[src/design/ertu_pkg.sv]
// Shared types and constants for the external route table upsert block.
// No dependencies; used by ertu_ctrl, ertu_dp and the top level.
package ertu_pkg;

    localparam int DEST_W    = 32;
    localparam int PLEN_W    = 6;
    localparam int HOP_W     = 32;
    localparam int COST_W    = 24;
    localparam int RID_W     = 32;
    localparam int IDX_OUT_W = 6;
    localparam int STAT_W    = 2;

    typedef enum logic [STAT_W-1:0] {
        ST_UNCHANGED = 2'd0,
        ST_UPDATED   = 2'd1,
        ST_ADDED     = 2'd2,
        ST_FULL      = 2'd3
    } t_status;

    // controller to datapath
    typedef struct packed {
        logic start;   // latch the route and rewind the scan
        logic search;  // advance the scan
        logic commit;  // write back and load the result register
    } t_cmd;

    // datapath to controller
    typedef struct packed {
        logic hit;     // registered read data matches the route
        logic done;    // every stored entry has been checked
    } t_dp_stat;

endpackage

[src/design/external_route_table_upsert.sv]
// Top level of the external route table upsert block: controller plus datapath.
// Depends on ertu_pkg, ertu_ctrl and ertu_dp.
//
//  channel  | handshake                  | payload
//  ---------+----------------------------+-----------------------------------------------
//  route in | i_in_valid / o_in_ready    | i_destination i_prefix_len i_next_hop i_metric
//  result   | o_out_valid / i_out_ready  | o_status o_originate o_entry_index
//           |                            | o_lsa_link_state_id o_lsa_advertising_router
//  config   | i_cfg_we (no wait)         | i_cfg_wdata (router id)
//
// One route beat at a time: the scan stops at a matching slot, or on a miss once every
// stored entry is checked; it reads one entry per cycle from the single-read-port entry
// memory. The next route beat is taken while a result beat waits; its write-back holds
// until that result beat is taken.
// Synchronous active-low reset empties the table at once (entry count to zero).
module external_route_table_upsert #(
    parameter int TABLE_DEPTH = 64
) (
    input  logic                           i_clk,
    input  logic                           i_rst_n,
    input  logic                           i_cfg_we,
    input  logic [ertu_pkg::RID_W-1:0]     i_cfg_wdata,
    input  logic                           i_in_valid,
    output logic                           o_in_ready,
    input  logic [ertu_pkg::DEST_W-1:0]    i_destination,
    input  logic [ertu_pkg::PLEN_W-1:0]    i_prefix_len,
    input  logic [ertu_pkg::HOP_W-1:0]     i_next_hop,
    input  logic [ertu_pkg::COST_W-1:0]    i_metric,
    output logic                           o_out_valid,
    input  logic                           i_out_ready,
    output logic [ertu_pkg::STAT_W-1:0]    o_status,
    output logic                           o_originate,
    output logic [ertu_pkg::IDX_OUT_W-1:0] o_entry_index,
    output logic [ertu_pkg::DEST_W-1:0]    o_lsa_link_state_id,
    output logic [ertu_pkg::RID_W-1:0]     o_lsa_advertising_router
);

    ertu_pkg::t_cmd     w_cmd;
    ertu_pkg::t_dp_stat w_stat;

    ertu_ctrl u_ctrl (
        .i_clk       (i_clk),
        .i_rst_n     (i_rst_n),
        .i_in_valid  (i_in_valid),
        .o_in_ready  (o_in_ready),
        .o_out_valid (o_out_valid),
        .i_out_ready (i_out_ready),
        .o_cmd       (w_cmd),
        .i_stat      (w_stat)
    );

    ertu_dp #(
        .TABLE_DEPTH (TABLE_DEPTH)
    ) u_dp (
        .i_clk                    (i_clk),
        .i_rst_n                  (i_rst_n),
        .i_cmd                    (w_cmd),
        .o_stat                   (w_stat),
        .i_cfg_we                 (i_cfg_we),
        .i_cfg_wdata              (i_cfg_wdata),
        .i_destination            (i_destination),
        .i_prefix_len             (i_prefix_len),
        .i_next_hop               (i_next_hop),
        .i_metric                 (i_metric),
        .o_status                 (o_status),
        .o_originate              (o_originate),
        .o_entry_index            (o_entry_index),
        .o_lsa_link_state_id      (o_lsa_link_state_id),
        .o_lsa_advertising_router (o_lsa_advertising_router)
    );

endmodule

[src/design/ertu_dp.sv]
// Datapath: route registers, entry memory with linear scan, write-back and result register.
// Depends on ertu_pkg; driven by commands from ertu_ctrl.
module ertu_dp #(
    parameter int TABLE_DEPTH = 64
) (
    input  logic                           i_clk,
    input  logic                           i_rst_n,
    input  ertu_pkg::t_cmd                 i_cmd,
    output ertu_pkg::t_dp_stat             o_stat,
    input  logic                           i_cfg_we,
    input  logic [ertu_pkg::RID_W-1:0]     i_cfg_wdata,
    input  logic [ertu_pkg::DEST_W-1:0]    i_destination,
    input  logic [ertu_pkg::PLEN_W-1:0]    i_prefix_len,
    input  logic [ertu_pkg::HOP_W-1:0]     i_next_hop,
    input  logic [ertu_pkg::COST_W-1:0]    i_metric,
    output logic [ertu_pkg::STAT_W-1:0]    o_status,
    output logic                           o_originate,
    output logic [ertu_pkg::IDX_OUT_W-1:0] o_entry_index,
    output logic [ertu_pkg::DEST_W-1:0]    o_lsa_link_state_id,
    output logic [ertu_pkg::RID_W-1:0]     o_lsa_advertising_router
);

    localparam int IDX_W = (TABLE_DEPTH > 1) ? $clog2(TABLE_DEPTH) : 1;
    localparam int CNT_W = $clog2(TABLE_DEPTH + 1);
    localparam int KEY_W = ertu_pkg::DEST_W + ertu_pkg::PLEN_W;
    localparam int IDX_OUT_W_L = ertu_pkg::IDX_OUT_W;

    logic [ertu_pkg::RID_W-1:0]  r_router_id;
    logic [ertu_pkg::DEST_W-1:0] r_dest;
    logic [ertu_pkg::PLEN_W-1:0] r_plen;
    logic [ertu_pkg::HOP_W-1:0]  r_hop;
    logic [ertu_pkg::COST_W-1:0] r_metric;

    logic [KEY_W-1:0]            r_mem_key  [TABLE_DEPTH];
    logic [ertu_pkg::HOP_W-1:0]  r_mem_hop  [TABLE_DEPTH];
    logic [ertu_pkg::COST_W-1:0] r_mem_cost [TABLE_DEPTH];

    logic [CNT_W-1:0]            r_count;
    logic [CNT_W-1:0]            r_issue;
    logic                        r_data_vld;
    logic [IDX_W-1:0]            r_data_idx;
    logic [KEY_W-1:0]            r_rd_key;
    logic [ertu_pkg::COST_W-1:0] r_rd_cost;

    ertu_pkg::t_status           r_status;
    logic                        r_orig;
    logic [IDX_OUT_W_L-1:0]      r_idx;
    logic [ertu_pkg::DEST_W-1:0] r_lsa_id;
    logic [ertu_pkg::RID_W-1:0]  r_lsa_adv;

    logic             w_hit;
    logic             w_done;
    logic             w_issue;
    logic             w_full;
    logic             w_diff;
    logic             w_cost_we;
    logic             w_add_we;
    logic [IDX_W-1:0] w_rd_addr;
    logic [IDX_W-1:0] w_wr_addr;
    logic [31:0]      w_idx_ext;

    assign w_hit     = r_data_vld && (r_rd_key == {r_dest, r_plen});
    assign w_done    = !r_data_vld && (r_issue == r_count);
    assign w_issue   = i_cmd.search && !w_hit && (r_issue != r_count);
    assign w_rd_addr = r_issue[IDX_W-1:0];
    assign w_full    = (r_count == CNT_W'(TABLE_DEPTH));
    assign w_diff    = (r_rd_cost != r_metric);
    assign w_wr_addr = w_hit ? r_data_idx : r_count[IDX_W-1:0];
    assign w_idx_ext = 32'(w_wr_addr);
    assign w_add_we  = i_cmd.commit && !w_hit && !w_full;
    assign w_cost_we = i_cmd.commit && ((w_hit && w_diff) || (!w_hit && !w_full));

    assign o_stat.hit  = w_hit;
    assign o_stat.done = w_done;

    always_ff @(posedge i_clk) begin
        if (!i_rst_n) begin
            r_router_id <= '0;
        end else if (i_cfg_we) begin
            r_router_id <= i_cfg_wdata;
        end
    end

    always_ff @(posedge i_clk) begin
        if (i_cmd.start) begin
            r_dest   <= i_destination;
            r_plen   <= i_prefix_len;
            r_hop    <= i_next_hop;
            r_metric <= i_metric;
        end
    end

    // scan pointer: stop on a hit so the matching beat stays in the read register
    always_ff @(posedge i_clk) begin
        if (!i_rst_n) begin
            r_issue    <= '0;
            r_data_vld <= 1'b0;
            r_count    <= '0;
        end else begin
            if (i_cmd.start) begin
                r_issue    <= '0;
                r_data_vld <= 1'b0;
            end else if (i_cmd.search && !w_hit) begin
                r_data_vld <= w_issue;
                if (w_issue) begin
                    r_issue <= r_issue + 1'b1;
                end
            end
            if (w_add_we) begin
                r_count <= r_count + 1'b1;
            end
        end
    end

    always_ff @(posedge i_clk) begin
        if (w_issue) begin
            r_rd_key   <= r_mem_key[w_rd_addr];
            r_data_idx <= w_rd_addr;
        end
        if (w_add_we) begin
            r_mem_key[w_wr_addr] <= {r_dest, r_plen};
        end
    end

    always_ff @(posedge i_clk) begin
        if (w_issue) begin
            r_rd_cost <= r_mem_cost[w_rd_addr];
        end
        if (w_cost_we) begin
            r_mem_cost[w_wr_addr] <= r_metric;
        end
    end

    always_ff @(posedge i_clk) begin
        if (w_add_we) begin
            r_mem_hop[w_wr_addr] <= r_hop;
        end
    end

    always_ff @(posedge i_clk) begin
        if (i_cmd.commit) begin
            if (w_hit) begin
                r_status  <= w_diff ? ertu_pkg::ST_UPDATED : ertu_pkg::ST_UNCHANGED;
                r_orig    <= w_diff;
                r_idx     <= w_idx_ext[IDX_OUT_W_L-1:0];
                r_lsa_id  <= w_diff ? r_dest : '0;
                r_lsa_adv <= w_diff ? r_router_id : '0;
            end else if (!w_full) begin
                r_status  <= ertu_pkg::ST_ADDED;
                r_orig    <= 1'b1;
                r_idx     <= w_idx_ext[IDX_OUT_W_L-1:0];
                r_lsa_id  <= r_dest;
                r_lsa_adv <= r_router_id;
            end else begin
                r_status  <= ertu_pkg::ST_FULL;
                r_orig    <= 1'b0;
                r_idx     <= '0;
                r_lsa_id  <= '0;
                r_lsa_adv <= '0;
            end
        end
    end

    assign o_status                 = r_status;
    assign o_originate              = r_orig;
    assign o_entry_index            = r_idx;
    assign o_lsa_link_state_id      = r_lsa_id;
    assign o_lsa_advertising_router = r_lsa_adv;

    a_count_bound: assert property (@(posedge i_clk) disable iff (!i_rst_n)
        r_count <= CNT_W'(TABLE_DEPTH))
        else $error("entry count beyond table depth");

    a_append_count: assert property (@(posedge i_clk) disable iff (!i_rst_n)
        w_add_we |=> r_count == $past(r_count) + 1'b1)
        else $error("append did not advance entry count");

    a_hit_holds: assert property (@(posedge i_clk) disable iff (!i_rst_n)
        (i_cmd.search && w_hit) |=> w_hit)
        else $error("matching entry lost before write-back");

    a_scan_in_range: assert property (@(posedge i_clk) disable iff (!i_rst_n)
        r_issue <= r_count)
        else $error("scan pointer past valid entries");

endmodule

[src/design/ertu_ctrl.sv]
// Controller: sequences accept, scan and write-back, and owns the result valid flag.
// Depends on ertu_pkg; drives ertu_dp through command and status structs.
module ertu_ctrl (
    input  logic               i_clk,
    input  logic               i_rst_n,
    input  logic               i_in_valid,
    output logic               o_in_ready,
    output logic               o_out_valid,
    input  logic               i_out_ready,
    output ertu_pkg::t_cmd     o_cmd,
    input  ertu_pkg::t_dp_stat i_stat
);

    typedef enum logic [1:0] {
        S_IDLE,
        S_SEARCH,
        S_COMMIT
    } t_state;

    t_state r_state;
    t_state n_state;
    logic   r_out_vld;
    logic   n_out_vld;
    logic   w_accept;

    assign o_in_ready  = (r_state == S_IDLE);
    assign o_out_valid = r_out_vld;
    assign w_accept    = i_in_valid && o_in_ready;

    always_comb begin
        o_cmd.start  = w_accept;
        o_cmd.search = (r_state == S_SEARCH);
        // hold write-back while the previous result beat is still waiting
        o_cmd.commit = (r_state == S_COMMIT) && (!r_out_vld || i_out_ready);
        n_state = r_state;
        case (r_state)
            S_IDLE: begin
                if (w_accept) begin
                    n_state = S_SEARCH;
                end
            end
            S_SEARCH: begin
                if (i_stat.hit || i_stat.done) begin
                    n_state = S_COMMIT;
                end
            end
            S_COMMIT: begin
                if (o_cmd.commit) begin
                    n_state = S_IDLE;
                end
            end
            default: n_state = S_IDLE;
        endcase
        n_out_vld = o_cmd.commit || (r_out_vld && !i_out_ready);
    end

    always_ff @(posedge i_clk) begin
        if (!i_rst_n) begin
            r_state   <= S_IDLE;
            r_out_vld <= 1'b0;
        end else begin
            r_state   <= n_state;
            r_out_vld <= n_out_vld;
        end
    end

    a_accept_scans: assert property (@(posedge i_clk) disable iff (!i_rst_n)
        w_accept |=> r_state == S_SEARCH)
        else $error("accepted beat did not start a scan");

    a_commit_result: assert property (@(posedge i_clk) disable iff (!i_rst_n)
        o_cmd.commit |=> r_out_vld && r_state == S_IDLE)
        else $error("write-back did not present a result");

    a_scan_stops: assert property (@(posedge i_clk) disable iff (!i_rst_n)
        (r_state == S_SEARCH && i_stat.hit) |=> r_state == S_COMMIT)
        else $error("scan ran on past a match");

endmodule

[config.mk]
export PLATFORM = sky130hd
export DESIGN_NAME = external_route_table_upsert
export DESIGN_NICKNAME = d
export VERILOG_FILES = /design/src/design/ertu_pkg.sv /design/src/design/external_route_table_upsert.sv /design/src/design/ertu_dp.sv /design/src/design/ertu_ctrl.sv
export SDC_FILE = /design/constraint.sdc
export NUM_CORES = 2
export LEC_CHECK = 0
export BUFFER_PORTS_ARGS = -buffer_cell sky130_fd_sc_hd__clkbuf_2
export CORE_UTILIZATION = 41
export CTS_BUF_LIST = sky130_fd_sc_hd__clkbuf_16
export CTS_CLUSTER_SIZE = 20
export DETAILED_ROUTE_END_ITERATION = 16
export GPL_ROUTABILITY_DRIVEN = 0
export RECOVER_POWER = 100
export SLEW_MARGIN = 20
export SYNTH_ARGS = -nofsm -noshare
export SYNTH_HDL_FRONTEND = slang
export SYNTH_HIERARCHICAL = 1
export SYNTH_SLANG_ARGS = --single-unit
export TNS_END_PERCENT = 20
[constraint.sdc]
create_clock -name i_clk -period 8.3 [get_ports i_clk]
set_clock_uncertainty 0.15 [all_clocks]
set_input_delay 0 -clock i_clk [delete_from_list [all_inputs] [get_ports i_clk]]
set_output_delay 0 -clock i_clk [all_outputs]
set_load 0.01 [all_outputs]
**After elaboration in Yosys (flattened, before gate mapping)**

Memories as Yosys holds them, arrays and structs flattened. A register that Yosys moved wholly into a read port is not among the register bits.
Cells that the tools add are included.

- Flip-flop bits (word level): 191
- RAM bits: 3968
- Input port bits: 131
- Output and inout bits: 75
- Logic and storage cells: 77
- Memories kept: 2

Memory list:

| name | words | width | rd ports | clocked after memory_dff | write ports | line | text |
|---|---|---|---|---|---|---|---|
| u_dp.r_mem_key | 64 | 38 | 1 | 1 | 1 | ertu_dp.sv:34 | `logic [KEY_W-1:0] r_mem_key [TABLE_DEPTH];` |
| u_dp.r_mem_cost | 64 | 24 | 1 | 1 | 1 | ertu_dp.sv:36 | `logic [ertu_pkg::COST_W-1:0] r_mem_cost [TABLE_DEPTH];` |

- $add $sub $neg: 2
- Eq/ne operators: 10
- Multiplexer cells: 22
- Bitwise operators: 1
- Reduce and logical (&&, ||, !) cells: 25

Operators by type and width:

| kind | count |
|---|---|
| $mux W32 | 6 |
| $eq A38 B38 Y1 | 1 |
| $ne A24 B24 Y1 | 1 |
| $mux W6 | 3 |
| $add A7 B1 Y7 const B | 2 |
| $logic_and A1 B1 Y1 | 12 |
| $mux W1 | 8 |
| $mux W2 | 4 |
| $eq A7 B7 Y1 | 1 |
| $eq A7 B7 Y1 const B | 1 |
| $ne A7 B7 Y1 | 1 |
| $pmux W2 S3 | 1 |
| $logic_not A1 Y1 | 5 |
| $logic_or A1 B1 Y1 | 4 |
| $ne A2 B2 Y1 const B | 2 |
| $reduce_and A3 Y1 | 1 |
| $eq A2 B1 Y1 const B | 1 |
| $eq A2 B2 Y1 const B | 1 |
| $logic_not A2 Y1 | 1 |
| $ne A2 B1 Y1 const B | 1 |
| $reduce_and A2 Y1 | 1 |
| $reduce_or A2 Y1 | 1 |
| $not A1 Y1 | 1 |

**Depth between registers and ports, before layout**

- Depth after elaboration: 8
- Gate-level depth with buffers: 11
- Gate-level depth less buffers: 7

**Cells and area by module**

Netlist, hierarchy kept.

By module, submodules not included:

| module | times used | cells an instance | area an instance (µm²) | sequential area each (µm²) |
|---|---|---|---|---|
| ertu_dp | 1 | 6516 | 160091.0 | 126191.0 |
| ertu_ctrl | 1 | 17 | 158.9 | 60.1 |

**Worst setup path before layout**

No wires, ideal clock.

- Path kind: flip-flop to flip-flop
- Start: register u_ctrl.r_state[0]
- End: memory u_dp/r_mem_key[40][0] (netlist name) (enable)
- Setup time: 433 ps
- Data arrival time: 7134 ps
- Required time: 7717 ps
- Path slack: 583 ps
- Stages on the path, launching flop included: 7
- Path buffers: 1
- Clock period less this slack: 7717 ps
- Cell sequence: dfxtp_1 > nand2b_4 > nor2b_1 > o31ai_1 > or4b_2 > clkbuf_1 > nor2_1

RTL lines:

| what | line | text |
|---|---|---|
| start, declared | ertu_ctrl.sv:20 | `t_state r_state;` |
| start signal, assigned | ertu_ctrl.sv:62 | `r_state <= n_state;` |
| end, declared | ertu_dp.sv:34 |  |

**Worst setup path in the final report**

- Start: register u_dp/r_dest[16] (netlist name)
- End: memory u_dp/r_mem_key[21][2] (netlist name) (enable)

- Longest elaborated chain between the ends: 7
- Elaborated cells on any way between the ends: 8
- Those cells by class: 1 x eq/ne; 3 x mux; 4 x reduce/logical

Ends and longest elaborated chain:

| what | line | text |
|---|---|---|
| start, declared | ertu_dp.sv:29 | `logic [ertu_pkg::DEST_W-1:0] r_dest;` |
| start signal, assigned | ertu_dp.sv:86 | `r_dest <= i_destination;` |
| $eq A38 B38 Y1 * | ertu_dp.sv:62 | `assign w_hit = r_data_vld && (r_rd_key == {r_dest, r_plen});` |
| $logic_and A1 B1 Y1 * | ertu_dp.sv:62 |  |
| $logic_not A1 Y1 | ertu_dp.sv:70 | `assign w_add_we = i_cmd.commit && !w_hit && !w_full;` |
| $logic_and A1 B1 Y1 (2 in a row) | ertu_dp.sv:70 |  |
| $mux W1 (2 in a row) | -- |  |

Every way passes the cells marked *; elsewhere a longest branch is shown, timed or not.

==> impl_metrics.csv <==
group,metric,value,unit
floorplanning,die_h,627,um
synthesis,synth.most_common_cell,"edfxtp_1",
global_routing,grt_max_degree,135,
clock_network,post_cts_buffers,0,
synthesis,synth_edf_count,4171,
clock_network,clk_pin_slew,60,ps
hold_path,hold_class,"input pin to register",
sta,rsz0062_at_grt,"false",
sta,clock.fmax,139,MHz
clock_network,clock_path_buffers,4,
synthesis,synth_commonest_cells,"edfxtp_1 (4,171), mux4_2 (1,240), clkbuf_1 (195)",
run,cap_violations,164,
placement,preCtsSetupSlack,2420,ps
synthesis,seq_area_frac_synth,0.788,
synthesis,synth_area,160000,sq um
placement,dpl.hpwl,215000,um
pwr,p_per_area,235,nW/um^2
floorplanning,die_x,627,um
global_routing,grt_pass1_vias,75800,
pwr,leakagePower,55.0,nW
clock_network,clockRootBuffer,"clkbuf_16",
setup_path,critPathKind,"register to register",
synthesis,ys.flop_type,"edfxtp_1",
layout,layout-drive-gt1-share,0.275,
sta,hold_viol,0,
routing,antenna_left,0,
synthesis,synth_top_area_frac,0.782,
clock_network,cts_tree,"built",
synthesis,async_flop_share,0,
layout,nets,7440,
synthesis,synth.area.top_cells,"edfxtp_1 (78%), mux4_2 (17%), dfxtp_1 (0.62%)",
sta,finalSetupTns,0,ps
layout,area_delta_synth_final,14.9,%
routing,wirelength,401000,um
sta,finalCritPeriodShare,0.866,
clock_network,insertion_delay,990,ps
layout,seqCellArea,126000,sq um
placement,portBuffers,173,
clock_network,htree_levels,5,
setup_path,path_max_fanout,21,
global_routing,antenna_found_initial,11,
layout,multiInputGateArea,32900,sq um
synthesis,synth.distinct_cells,52,
synthesis,synth_nets,6667,
pwr,ir_drop,208,uV
setup_path,required,8710,ps
synthesis,synth_cells,6533,
sta,timing.final.ws_setup,1110,ps
sta,setup_viol,0,
synthesis,yosysWarnings,6,
sta,slew_violations,6189,
global_routing,grt_pass1_wl,565000,um
routing,dr.pass1.iters,13,
floorplanning,start_util,0.412,
synthesis,ys_ff_latch,4221,
floorplanning,dieArea,393000,sq um
routing,vias,73800,
sta,relSlewSlack,-1.59,
clock_network,cts_made_buffers,423,
clock_network,clock-sinks,4221,
synthesis,yosys.area.top_type,"edfxtp_1",
synthesis,postSynthAreaPerCell,24.5,sq um
routing,drc,8,
floorplanning,rows,229,
setup_path,crit_path_end_kind,"register",
global_routing,grt_usage,0.202,
setup_path,crit_path_start_kind,"register",
sta,worstMarginPinSlew,3890,ps
floorplanning,core,389000,sq um
status,violations,"design-rule violations, max-capacitance violations, max-slew violations",
global_routing,overflow,0,
sta,min_period,7190,ps
routing,wl_per_cell,31.2,um
routing,dr.first_iter.drc_count,8567,
layout,fillers,31600,
setup_path,arrival,7610,ps
status,outcome,"finished, violations left",
routing,avgViaCountPerCell,5.75,
floorplanning,ios,206,
==> final timing paths <==
kind / start / endpoint / slack (ps) / cells after the start
setup / recovery: u_dp/r_dest[16] / u_dp/r_mem_key[21][2] / 1110 / 8
hold / removal: i_rst_n / u_dp/r_issue[3] / 80 / 4
setup reg to reg: u_dp/r_dest[16] / u_dp/r_mem_key[21][2] / 1110 / 8
hold reg to reg: u_dp/r_router_id[12] / u_dp/o_lsa_advertising_router[12] / 350 / 1
==> state kept, by name, indices dropped and copies added (netlist names) <==
register                       flops
u_dp/r_mem_key                  2432
u_dp/r_mem_cost                 1536
u_dp/r_rd_key                     38
u_dp/o_lsa_advertising_router     32
u_dp/o_lsa_link_state_id          32
u_dp/r_dest                       32
u_dp/r_router_id                  32
u_dp/r_metric                     24
u_dp/r_rd_cost                    24
u_dp/r_count                       7
u_dp/r_issue                       7
u_dp/o_entry_index                 6
u_dp/r_data_idx                    6
u_dp/r_plen                        6
u_ctrl/r_state                     2
u_dp/o_status                      2
u_ctrl/o_out_valid                 1
u_dp/o_originate                   1
u_dp/r_data_vld                    1
==> worst max-delay path: stages (launching register included) <==
cell	delay, ps
edfxtp_1	420
xor2_1	180
nor4_1	1030
nand4_1	570
nor3_1	850
buf_4	470
mux2_1	1010
nor2_1	1200
clkbuf_2	850
==> cells by family (layout without fill, tap and decap cells) <==
logic type,Yosys count,in the layout,share of synthesized area
adders and majority gates,3,3,0.000234
other,0,5,0
buffers and inverters,363,1480,0.00983
AOI/OAI and AO/OA,158,158,0.00712
xor gates and xnor gates,69,69,0.00377
muxes,1293,1293,0.178
and+or+nand+nor,426,426,0.0136
DFF,4221,4221,0.788
==> routing by layer <==
layer,global-route usage,wire length (um),vias up
li1,-,-,29800
met1,0.270,157000,40500
met2,0.344,203000,2860
met3,0.0299,26900,616
met4,0.0631,13500,2
met5,0,13,-
==> per-stage QoR <==
| stage | power (W) | cells | area, sq um | utilization | hold WS [ps] |
|---|---|---|---|---|---|
| 6_report | 0.0432 | 12900 | 184000 | 0.473 | 79.9 |
| 4_1_cts | 0.0436 | 12800 | 185000 | 0.476 | 2.50 |
| 3_5_place_dp | 0.0250 | 11800 | 169000 | 0.435 | 29.4 |
| 5_1_grt | 0.0444 | 12800 | 184000 | 0.473 | 80.6 |
| 2_1_floorplan | 0.0245 | 6533 | 160000 | - | -51.1 |
| 3_3_place_gp | 0.0250 | 11800 | 169000 | 0.435 | 31.8 |
==> cells in the final DEF (no fill, tap or decap), types with 37 or more instances in the layout <==
cell / instances
dlygate4sd3_1: 260
nor2_4: 52
clkinv_2: 80
nand2_1: 94
clkbuf_1: 246
clkbuf_16: 432
nor2_1: 57
buf_4: 86
nor3_1: 42
mux4_2: 1240
a22oi_1: 124
mux2i_1: 45
edfxtp_1: 4171
inv_1: 97
dfxtp_1: 50
bufinv_16: 37
clkbuf_2: 95
clkinv_1: 97
and2_1: 40
==> report_power, final <==
part / internal (W) / switching [W]
logic: 0.000264 / 0.000701
registers: 0.0237 / 0.0000422
clock network: 0.0106 / 0.00801
total: 0.0345 / 0.00875
==> area by class of cell <==
type,instances,share of cell area
timing repair buffer,705,0.0270
multi-input combinational,1949,0.179
antenna,5,0.0000679
inverter,6,0.000122
clock inverter,337,0.0143
sequential,4221,0.686
clock buffer,432,0.0587
tap,5197,0.0353
==> timing repair <==
item | CTS | global route
endpoints found under the setup margin | 0 | 0
endpoints found under the hold margin | 290 | 0
gates resized for setup | 0 | 0
hold buffers | 260 | 0
Note: power is estimated with default switching activity, not from simulation.
